==> config.mk <==
export PLATFORM = sky130hd
export DESIGN_NAME = rgb_to_hsl_converter_flat
export DESIGN_NICKNAME = d
export VERILOG_FILES = /design/src/rtl/rhc_pkg.sv /design/src/rtl/rhc_if.sv /design/src/rtl/rgb_to_hsl_converter.sv /design/src/rtl/rhc_front.sv /design/src/rtl/rhc_cell.sv /design/src/flat_wrapper.sv
export SDC_FILE = /design/constraint.sdc
export NUM_CORES = 2
export LEC_CHECK = 0
export BUFFER_PORTS_ARGS = -buffer_cell sky130_fd_sc_hd__clkbuf_2
export CORE_AREA = 4 4 338 473
export CTS_CLUSTER_SIZE = 40
export DETAILED_ROUTE_END_ITERATION = 16
export DIE_AREA = 0 0 342 477
export SETUP_SLACK_MARGIN = 0.02
export SLEW_MARGIN = 5
export SYNTH_ARGS = -nofsm -noshare
export SYNTH_HDL_FRONTEND = slang
export SYNTH_SLANG_ARGS = --single-unit
==> constraint.sdc <==
create_clock -name clk -period 88.3 [get_ports clk]
set_clock_uncertainty 0.15 [all_clocks]
set_input_delay 8.83 -clock clk [delete_from_list [all_inputs] [get_ports clk]]
set_output_delay 8.83 -clock clk [all_outputs]
set_load 0.05 [all_outputs]
==> src/rtl/rhc_pkg.sv <==
// ----------------------------------------------------------------------------
// rhc_pkg
// Shared types and constants for the rgb to hsl converter.
// ----------------------------------------------------------------------------
`default_nettype none

package rhc_pkg;

  localparam int unsigned CHAN_W  = 8;
  localparam int unsigned LSUM_W  = 9;
  localparam int unsigned DEN_S_W = 8;
  localparam int unsigned DEN_H_W = 11;
  localparam int unsigned REM_W   = 12;
  localparam int unsigned Q_W     = 17;
  localparam int unsigned HUE_W   = 16;
  localparam int unsigned N_CELLS = Q_W;

  localparam logic [LSUM_W-1:0] HALF_SUM = 9'd255;
  localparam logic [LSUM_W-1:0] FULL_SUM = 9'd510;

  // hue sector offsets, in units of the spread
  localparam logic [2:0] OFF_RED_LOW = 3'd0;
  localparam logic [2:0] OFF_GREEN   = 3'd2;
  localparam logic [2:0] OFF_BLUE    = 3'd4;
  localparam logic [2:0] OFF_RED_WRAP = 3'd6;

  // one item as it travels down the divider cells
  typedef struct packed {
    logic               grey;
    logic [LSUM_W-1:0]  lsum;
    logic [DEN_S_W-1:0] den_s;
    logic [DEN_H_W-1:0] den_h;
    logic [REM_W-1:0]   rem_s;
    logic [REM_W-1:0]   rem_h;
    logic [Q_W-1:0]     q_s;
    logic [Q_W-1:0]     q_h;
  } cell_data_t;

endpackage

`default_nettype wire

==> src/rtl/rhc_if.sv <==
// ----------------------------------------------------------------------------
// rhc_pix_if / rhc_hsl_if
// Valid/ready channels for pixels in and hsl results out.
// ----------------------------------------------------------------------------
`default_nettype none

interface rhc_pix_if;
  logic        valid;
  logic        ready;
  logic [31:0] pixel_argb;

  modport source (output valid, output pixel_argb, input ready);
  modport sink   (input valid, input pixel_argb, output ready);
endinterface

interface rhc_hsl_if;
  logic        valid;
  logic        ready;
  logic [15:0] hue_fraction;
  logic [16:0] saturation_fraction;
  logic [8:0]  lightness_sum;

  modport source (output valid, output hue_fraction, output saturation_fraction,
                  output lightness_sum, input ready);
  modport sink   (input valid, input hue_fraction, input saturation_fraction,
                  input lightness_sum, output ready);
endinterface

`default_nettype wire

==> src/rtl/rgb_to_hsl_converter.sv <==
// ----------------------------------------------------------------------------
// rgb_to_hsl_converter
// Converts ARGB pixels to fixed point hue, saturation and lightness.
// ----------------------------------------------------------------------------
// Usage:
//   pixel carries one 32-bit ARGB item per handshake; alpha is ignored.
//   hsl returns one item per pixel, in order: hue as a Q0.16 turn,
//   saturation as Q1.16 and lightness as the sum max+min.
//   The pipeline is one stage for the max/min search and the divisors,
//   then a row of 17 cells, each producing one quotient bit of both
//   divisions. The last cell is the output register.
//   Throughput is one item per cycle while hsl is not stalled. The whole row
//   advances whenever the output register is empty or being taken, so pixel.ready follows
//   hsl.ready; a stall holds every stage in place and nothing is lost.
//   Reset clears all valid bits; the data registers are not reset.
// ----------------------------------------------------------------------------
`default_nettype none

module rgb_to_hsl_converter import rhc_pkg::*; (
  input  wire logic  clk,
  input  wire logic  rst,
  rhc_pix_if.sink    pixel,
  rhc_hsl_if.source  hsl
);

  logic       en;
  logic       v   [N_CELLS+1];
  cell_data_t dat [N_CELLS+1];

  assign en          = !v[N_CELLS] || hsl.ready;
  assign pixel.ready = en;

  rhc_front u_front (
    .clk        (clk),
    .rst        (rst),
    .en         (en),
    .in_valid   (pixel.valid),
    .pixel_argb (pixel.pixel_argb),
    .out_valid  (v[0]),
    .out_data   (dat[0])
  );

  for (genvar i = 0; i < N_CELLS; i++) begin : g_cell
    rhc_cell u_cell (
      .clk       (clk),
      .rst       (rst),
      .en        (en),
      .in_valid  (v[i]),
      .in_data   (dat[i]),
      .out_valid (v[i+1]),
      .out_data  (dat[i+1])
    );
  end

  // grey pixels have no hue and no saturation
  assign hsl.valid               = v[N_CELLS];
  assign hsl.hue_fraction        = dat[N_CELLS].grey ? '0 : dat[N_CELLS].q_h[HUE_W-1:0];
  assign hsl.saturation_fraction = dat[N_CELLS].grey ? '0 : dat[N_CELLS].q_s;
  assign hsl.lightness_sum       = dat[N_CELLS].lsum;

endmodule

`default_nettype wire

==> src/rtl/rhc_front.sv <==
// ----------------------------------------------------------------------------
// rhc_front
// Max/min search, lightness, divisors and hue numerator; one register stage.
// ----------------------------------------------------------------------------
`default_nettype none

module rhc_front import rhc_pkg::*; (
  input  wire logic        clk,
  input  wire logic        rst,
  input  wire logic        en,
  input  wire logic        in_valid,
  input  wire logic [31:0] pixel_argb,
  output logic             out_valid,
  output cell_data_t       out_data
);

  logic [CHAN_W-1:0]  r, g, b, mx, mn, d;
  logic [LSUM_W-1:0]  sum;
  logic [2:0]         off;
  logic signed [REM_W-1:0] num;
  logic [DEN_H_W-1:0] offd;
  logic [REM_W-1:0]   top;
  cell_data_t         data_next;

  always_comb begin
    r = pixel_argb[23:16];
    g = pixel_argb[15:8];
    b = pixel_argb[7:0];
    mx = r;
    if (g > mx) mx = g;
    if (b > mx) mx = b;
    mn = r;
    if (g < mn) mn = g;
    if (b < mn) mn = b;
    sum = {1'b0, mx} + {1'b0, mn};
    d   = mx - mn;
    // ties go red, then green, then blue
    if (mx == r) begin
      num = $signed({4'b0, g}) - $signed({4'b0, b});
      off = (g < b) ? OFF_RED_WRAP : OFF_RED_LOW;
    end else if (mx == g) begin
      num = $signed({4'b0, b}) - $signed({4'b0, r});
      off = OFF_GREEN;
    end else begin
      num = $signed({4'b0, r}) - $signed({4'b0, g});
      off = OFF_BLUE;
    end
    offd = DEN_H_W'(off) * DEN_H_W'(d);
    top  = REM_W'($signed({1'b0, offd}) + num);

    data_next.grey  = (d == '0);
    data_next.lsum  = sum;
    data_next.den_s = (sum <= HALF_SUM) ? sum[DEN_S_W-1:0]
                                        : DEN_S_W'(FULL_SUM - sum);
    data_next.den_h = DEN_H_W'(d) * DEN_H_W'(3'd6);
    data_next.rem_s = REM_W'(d);
    data_next.rem_h = top;
    data_next.q_s   = '0;
    data_next.q_h   = '0;
  end

  always_ff @(posedge clk) begin
    if (rst) begin
      out_valid <= 1'b0;
    end else if (en) begin
      out_valid <= in_valid;
    end
  end

  always_ff @(posedge clk) begin
    if (en) begin
      out_data <= data_next;
    end
  end

endmodule

`default_nettype wire

==> src/rtl/rhc_cell.sv <==
// ----------------------------------------------------------------------------
// rhc_cell
// One restoring division step for both saturation and hue quotients.
// ----------------------------------------------------------------------------
`default_nettype none

module rhc_cell import rhc_pkg::*; (
  input  wire logic        clk,
  input  wire logic        rst,
  input  wire logic        en,
  input  wire logic        in_valid,
  input  cell_data_t       in_data,
  output logic             out_valid,
  output cell_data_t       out_data
);

  logic             bit_s, bit_h;
  logic [REM_W-1:0] sub_s, sub_h;
  cell_data_t       data_next;

  always_comb begin
    bit_s = in_data.rem_s >= REM_W'(in_data.den_s);
    bit_h = in_data.rem_h >= REM_W'(in_data.den_h);
    sub_s = bit_s ? in_data.rem_s - REM_W'(in_data.den_s) : in_data.rem_s;
    sub_h = bit_h ? in_data.rem_h - REM_W'(in_data.den_h) : in_data.rem_h;
    data_next       = in_data;
    data_next.rem_s = {sub_s[REM_W-2:0], 1'b0};
    data_next.rem_h = {sub_h[REM_W-2:0], 1'b0};
    data_next.q_s   = {in_data.q_s[Q_W-2:0], bit_s};
    data_next.q_h   = {in_data.q_h[Q_W-2:0], bit_h};
  end

  always_ff @(posedge clk) begin
    if (rst) begin
      out_valid <= 1'b0;
    end else if (en) begin
      out_valid <= in_valid;
    end
  end

  always_ff @(posedge clk) begin
    if (en) begin
      out_data <= data_next;
    end
  end

endmodule

`default_nettype wire

==> src/flat_wrapper.sv <==
// flat-port wrapper written by rule: the top's interface ports become plain ports
module rgb_to_hsl_converter_flat import rhc_pkg::*;
  (clk, rst, pixel_valid, pixel_pixel_argb, pixel_ready, hsl_valid, hsl_hue_fraction, hsl_saturation_fraction, hsl_lightness_sum, hsl_ready);
  rhc_pix_if pixel_i ();
  rhc_hsl_if hsl_i ();
  input  wire logic clk;
  input  wire logic rst;
  input wire logic [$bits(pixel_i.valid)-1:0] pixel_valid;
  input wire logic [$bits(pixel_i.pixel_argb)-1:0] pixel_pixel_argb;
  output wire logic [$bits(pixel_i.ready)-1:0] pixel_ready;
  output wire logic [$bits(hsl_i.valid)-1:0] hsl_valid;
  output wire logic [$bits(hsl_i.hue_fraction)-1:0] hsl_hue_fraction;
  output wire logic [$bits(hsl_i.saturation_fraction)-1:0] hsl_saturation_fraction;
  output wire logic [$bits(hsl_i.lightness_sum)-1:0] hsl_lightness_sum;
  input wire logic [$bits(hsl_i.ready)-1:0] hsl_ready;
  assign pixel_i.valid = pixel_valid;
  assign pixel_i.pixel_argb = pixel_pixel_argb;
  assign pixel_ready = pixel_i.ready;
  assign hsl_valid = hsl_i.valid;
  assign hsl_hue_fraction = hsl_i.hue_fraction;
  assign hsl_saturation_fraction = hsl_i.saturation_fraction;
  assign hsl_lightness_sum = hsl_i.lightness_sum;
  assign hsl_i.ready = hsl_ready;
  rgb_to_hsl_converter u_core (.clk(clk), .rst(rst), .pixel(pixel_i), .hsl(hsl_i));
endmodule
# After elaboration in Yosys (flattened, before gate mapping)
# Index checks and enable logic that the tools add are counted.
[totals]
reg_bits = 1163
wordCells = 316
input_bits = 36
[op_classes]
addsub = 39
n_lt_le_gt_ge = 40
n_mul = 2
eq_ne = 2
n_mux = 44
reduce_logical = 3
[ops]
columns = ["cell", "n"]
rows = [
  ["$mux 11", 31],
  ["$ge 12x11->1", 17],
  ["$ge 12x8->1", 16],
  ["$sub 11x11->11", 16],
  ["$sub 11x8->11", 15],
  ["$mux 8", 6],
  ["$sub 8x8->9", 4],
  ["$lt 8x8->1", 3],
  ["$mux 12", 2],
  ["$mux 17", 1],
  ["$eq 8x8->1", 2],
  ["$gt 8x8->1", 2],
  ["$mux 16", 1],
  ["$add 12x12->12", 1],
  ["$mul 3x8->11", 1],
  ["$mul 8x2->10 const B", 1],
  ["$add 8x8->9", 1],
  ["$le 9x8->1 const B", 1],
  ["$mux 3", 3],
  ["$ge 8x8->1", 1],
  ["$logic_not 8->1", 1],
  ["$sub 8x8->8", 1],
  ["$sub 8x8->8 const A", 1],
  ["$logic_not 1->1", 1],
  ["$logic_or 1x1->1", 1],
]

# Depth between registers and ports, before layout
[depth]
depth_word = 9
ltp_mapped = 37

# Hierarchy
# Synthesis repeated with hierarchy kept, for this count alone.
[hier_totals]
hier_cells = 5211
hier_area_um2 = 71997.8
[by_module_without_submodules]
columns = ["module", "n_inst", "cells_per_inst", "area_per_inst_um2"]
rows = [
  ["rhc_cell at u_core.g_cell[13].u_cell ...", 10, 267, 3885.0],
  ["rhc_cell at u_core.g_cell[0].u_cell ...", 6, 267, 3888.7],
  ["rhc_front", 1, 635, 5696.7],
  ["rhc_cell at u_core.g_cell[5].u_cell", 1, 267, 3883.7],
  ["rgb_to_hsl_converter", 1, 37, 235.2],
]

# Worst setup path before layout
# Ideal clock, no wire load.
[synth_path]
path_kind = "input to output"
start = "in hsl_ready"
end = "out pixel_ready"
t_arrival_ns = 39.177
setup_slack_ns = 40.143
stages = 4
n_path_buf = 2
path_cell_list = "nor2b_1 > clkbuf_1 > clkinv_1 > clkbuf_1"
[synth_via]
elab_chain_len = 1
[synth_lines]
columns = ["item", "line_no", "rtl"]
rows = [
  ["from (decl)", "flat_wrapper.sv:15", "input wire logic [$bits(hsl_i.ready)-1:0] hsl_ready;"],
  ["$logic_or 1x1->1", "rgb_to_hsl_converter.sv:30", "assign en = !v[N_CELLS] || hsl.ready;"],
  ["to (decl)", "flat_wrapper.sv:10", "output wire logic [$bits(pixel_i.ready)-1:0] pixel_ready;"],
]
# No other way between the ends.

# Worst setup path after layout
# Ends and elaborated chain as after synthesis.

==> results.md <==
- FF+latch area: 33240 µm²
- # setup viols final: 0
- CP startpoint kind: input port
- CTS tree: built
- Buf/Inv on CP: 4
- CTS Buf Count: 105
- Syn Inst Count: 4244
- CP Depth: 5
- R2r endpoint: u_core.g_cell[4].u_cell.out_data[44]
- Slew headroom: 22.55%
- Post-CTS resize count: 0
- Largest net degree at the start of global routing: 196
- Avg Cell Area, Syn: 12.77 µm²
- Crit-path cells: clkbuf_2 > nor2b_1 > buf_4 > inv_8 > clkbuf_2
- GR met3 Demand/Resource: 1.696%
- WHS: 0.2292 ns
- Hold Crit Depth: 0
- Worst r2r src: u_core.g_cell[3].u_cell.out_data[60]
- Yosys reg bits: 1113
- IO buf count: 71
- Hold endpoint: u_core.g_cell[7].u_cell.out_data[18]
- Post-DP HPWL: 66240 µm
- Max_cap viols: 0
- RSZ-0062 raised after global routing: false
- Fin worst setup slack: 69.17 ns
- GRT met1 Usage: 9.592%
- Post-synth cell types: 70
- WP data required: 79.32 ns
- Initial Util: 34.93%
- Critical Path AT: 10.15 ns
- M2 GR Usage: 23.61%
- Yosys synthesis warning count: 0
- Dominant synthesized flop cell: edfxtp_1
- Routed vias/inst: 4.705
- Tmin final: 19.13 ns
- Busiest layer in global routing: met2
- Chip width: 342 µm
- Initial antenna violation count: 0
- Fin util: 38.95%
- First-pass iteration count of the detailed router: 6
- Critical path type: input port to output pin
- # hold bufs at CTS: 0
- Slowest CP cell: inv_8
- Drt wl/cell: 13.87 µm
- Synth-to-Final Area Change: 11.49%
- Global-route wire length before repair: 149800 µm
- Clk sinks: 1113
- Fin crit share: 21.66%
- Core Region: 155100 µm²
- Max Slew Vio Count: 0
- Number of core rows: 171
- Post-CTS Repair Setup Buffers: 0
- H-tree levels: 3
- Endpoints failing hold: 0
- ANT nets after route: 0
- FF-to-FF setup slack: 83.96 ns
- Post-synth ARST share: 0%
- Final Net Count: 4845
- Remaining Overflow, GRT: 0
- CP endpoint kind: output pin
- Post-synthesis sequential area ratio: 61.35%
- Routability cong.: 0.8507
- Multi-input logic area: 18530 µm²
- R2R depth: 13
- Number of fill cells in the layout: 14440
- Global-route usage over all layers: 11.09%
- Root buf cell: clkbuf_16
- Vias in the first global route: 32380
- CP max stage delay: 0.55 ns
- Worst-path maximum fanout: 109
- Status: complete, no violations
- CP dominant cell by count: clkbuf_2
- Clock slew at reported path FFs: 0.06 ns
- I/O pins: 80
- Syn_nets: 4715
- Mapped cell area: 54190 µm²
- Remaining DRCs: 0
- Via count: 30770
- Worst Tran Pin Value: 1.154 ns
- Die area: 163100 µm²
- Clk Latency, worst-skew pair: 0.71 ns
- Worst slack, placed: 69.15 ns
- N_diodes: 0
- Starting DRT DRC Count: 1212
- EDFF count, synth: 1095
- Critical path's top delay family: buffers and inverters
- Maximum clock path buffer count: 3
- Max frequency: 52.28 MHz
- Total Wirelength: 90690 µm
- Hold_sp: u_core.g_cell[6].u_cell.out_data[17]
- Die Height: 477 µm
- Setup tns final: 0 ns
- Layout cells sized above 1: 8.671%
- Min-Delay Path Class: flip-flop to flip-flop
==> layout by cell type (no fill, tap or decap), types with 18 or more instances in the layout <==
master and instances:
a21boi_0 57, a21o_1 83, a21oi_1 269, and2_1 25, clkbuf_1 25, clkbuf_16 105
clkbuf_2 71, clkinv_1 26, dfxtp_1 18, edfxtp_1 1095, fa_1 40, ha_1 395
inv_1 562, mux2_2 121, mux2i_1 39, nand2_1 170, nand2b_1 101, nand3_1 74
nand4_1 45, nor2_1 316, nor2b_1 117, nor3_1 27, nor4_1 23, o21ai_0 218
o21bai_1 18, or3_1 18, xnor2_1 149, xor2_1 67
==> how the worst max path moves through the flow <==
stage | start | to | slack [ns]
6_report | hsl_ready | pixel_ready | 69.17
5_1_grt | hsl_ready | pixel_ready | 69.07
4_1_cts | hsl_ready | pixel_ready | 69.15
3_5_place_dp | hsl_ready | pixel_ready | 69.15
3_3_place_gp | hsl_ready | pixel_ready | 69.14
2_1_floorplan | hsl_ready | pixel_ready | 40.14
==> through the flow <==
stage          std cells  cell area (µm²)
2_1_floorplan       4244            54190
3_3_place_gp        6343            57010
3_5_place_dp        6343            57010
4_1_cts             6539            60410
5_1_grt             6539            60410
6_report            6539            60410
==> state kept, by name, indices dropped and copies added, names as in the netlist <==
register and flops:
u_core.g_cell.u_cell.out_data 1050, u_core.u_front.out_valid 1, u_core.u_front.out_data 45, u_core.g_cell.u_cell.out_valid 17
==> layout make-up <==
class                           count  area share (%)
Tap cell                         2076           4.300
Inverter                          564           3.517
Clock buffer                      130           4.505
Timing Repair Buffer               87          0.8492
Sequential cell                  1113           55.03
Multi-Input combinational cell   2503           30.67
Clock inverter                     66           1.133
==> Yosys cell counts, types with 57 or more instances <==
master / count / area, µm²
edfxtp_1: 1095 / 32880
inv_1: 562 / 2110
ha_1: 395 / 4942
nor2_1: 316 / 1186
a21oi_1: 269 / 1346
o21ai_0: 218 / 1091
nand2_1: 170 / 638.1
xnor2_1: 149 / 1305
mux2_2: 121 / 1363
nor2b_1: 117 / 732.0
nand2b_1: 101 / 631.9
a21o_1: 83 / 623.1
nand3_1: 74 / 370.4
xor2_1: 67 / 586.8
a21boi_0: 57 / 427.9
==> cells by family (layout without fill, tap and decap cells) <==
| kind of cell | count (synthesis) | after routing | synth area share [%] |
|---|---|---|---|
| buffers and inverters | 628 | 847 | 4.459 |
| xor gates and xnor gates | 216 | 216 | 3.491 |
| adders and majority gates | 435 | 435 | 10.60 |
| and+or+nand+nor | 957 | 957 | 8.735 |
| DFF | 1113 | 1113 | 61.35 |
| AOI/OAI and AO/OA | 732 | 732 | 8.038 |
| muxes | 163 | 163 | 3.332 |
==> worst reg2reg max path, cell delays in order, from the launching register on <==
cell and delay (ns):
edfxtp_1 0.43, inv_1 0.08, ha_1 0.23, nor2b_1 0.13
o21ai_0 0.28, a21boi_0 0.19, o21ai_0 0.33, a21boi_0 0.18
o21ai_0 0.23, a21boi_0 0.16, o21ai_0 0.31, a21boi_0 0.19
nor2_1 0.75, mux2_2 0.45
==> layer usage <==
metal	vias up	wire (µm)
met3	244	2614
met1	14780	30030
met5	-	0
met2	427	53940
li1	15310	-
met4	0	4094
Power is not shown: default switching activity piles up to over one toggle a cycle in this logic, so the estimate is an artifact.
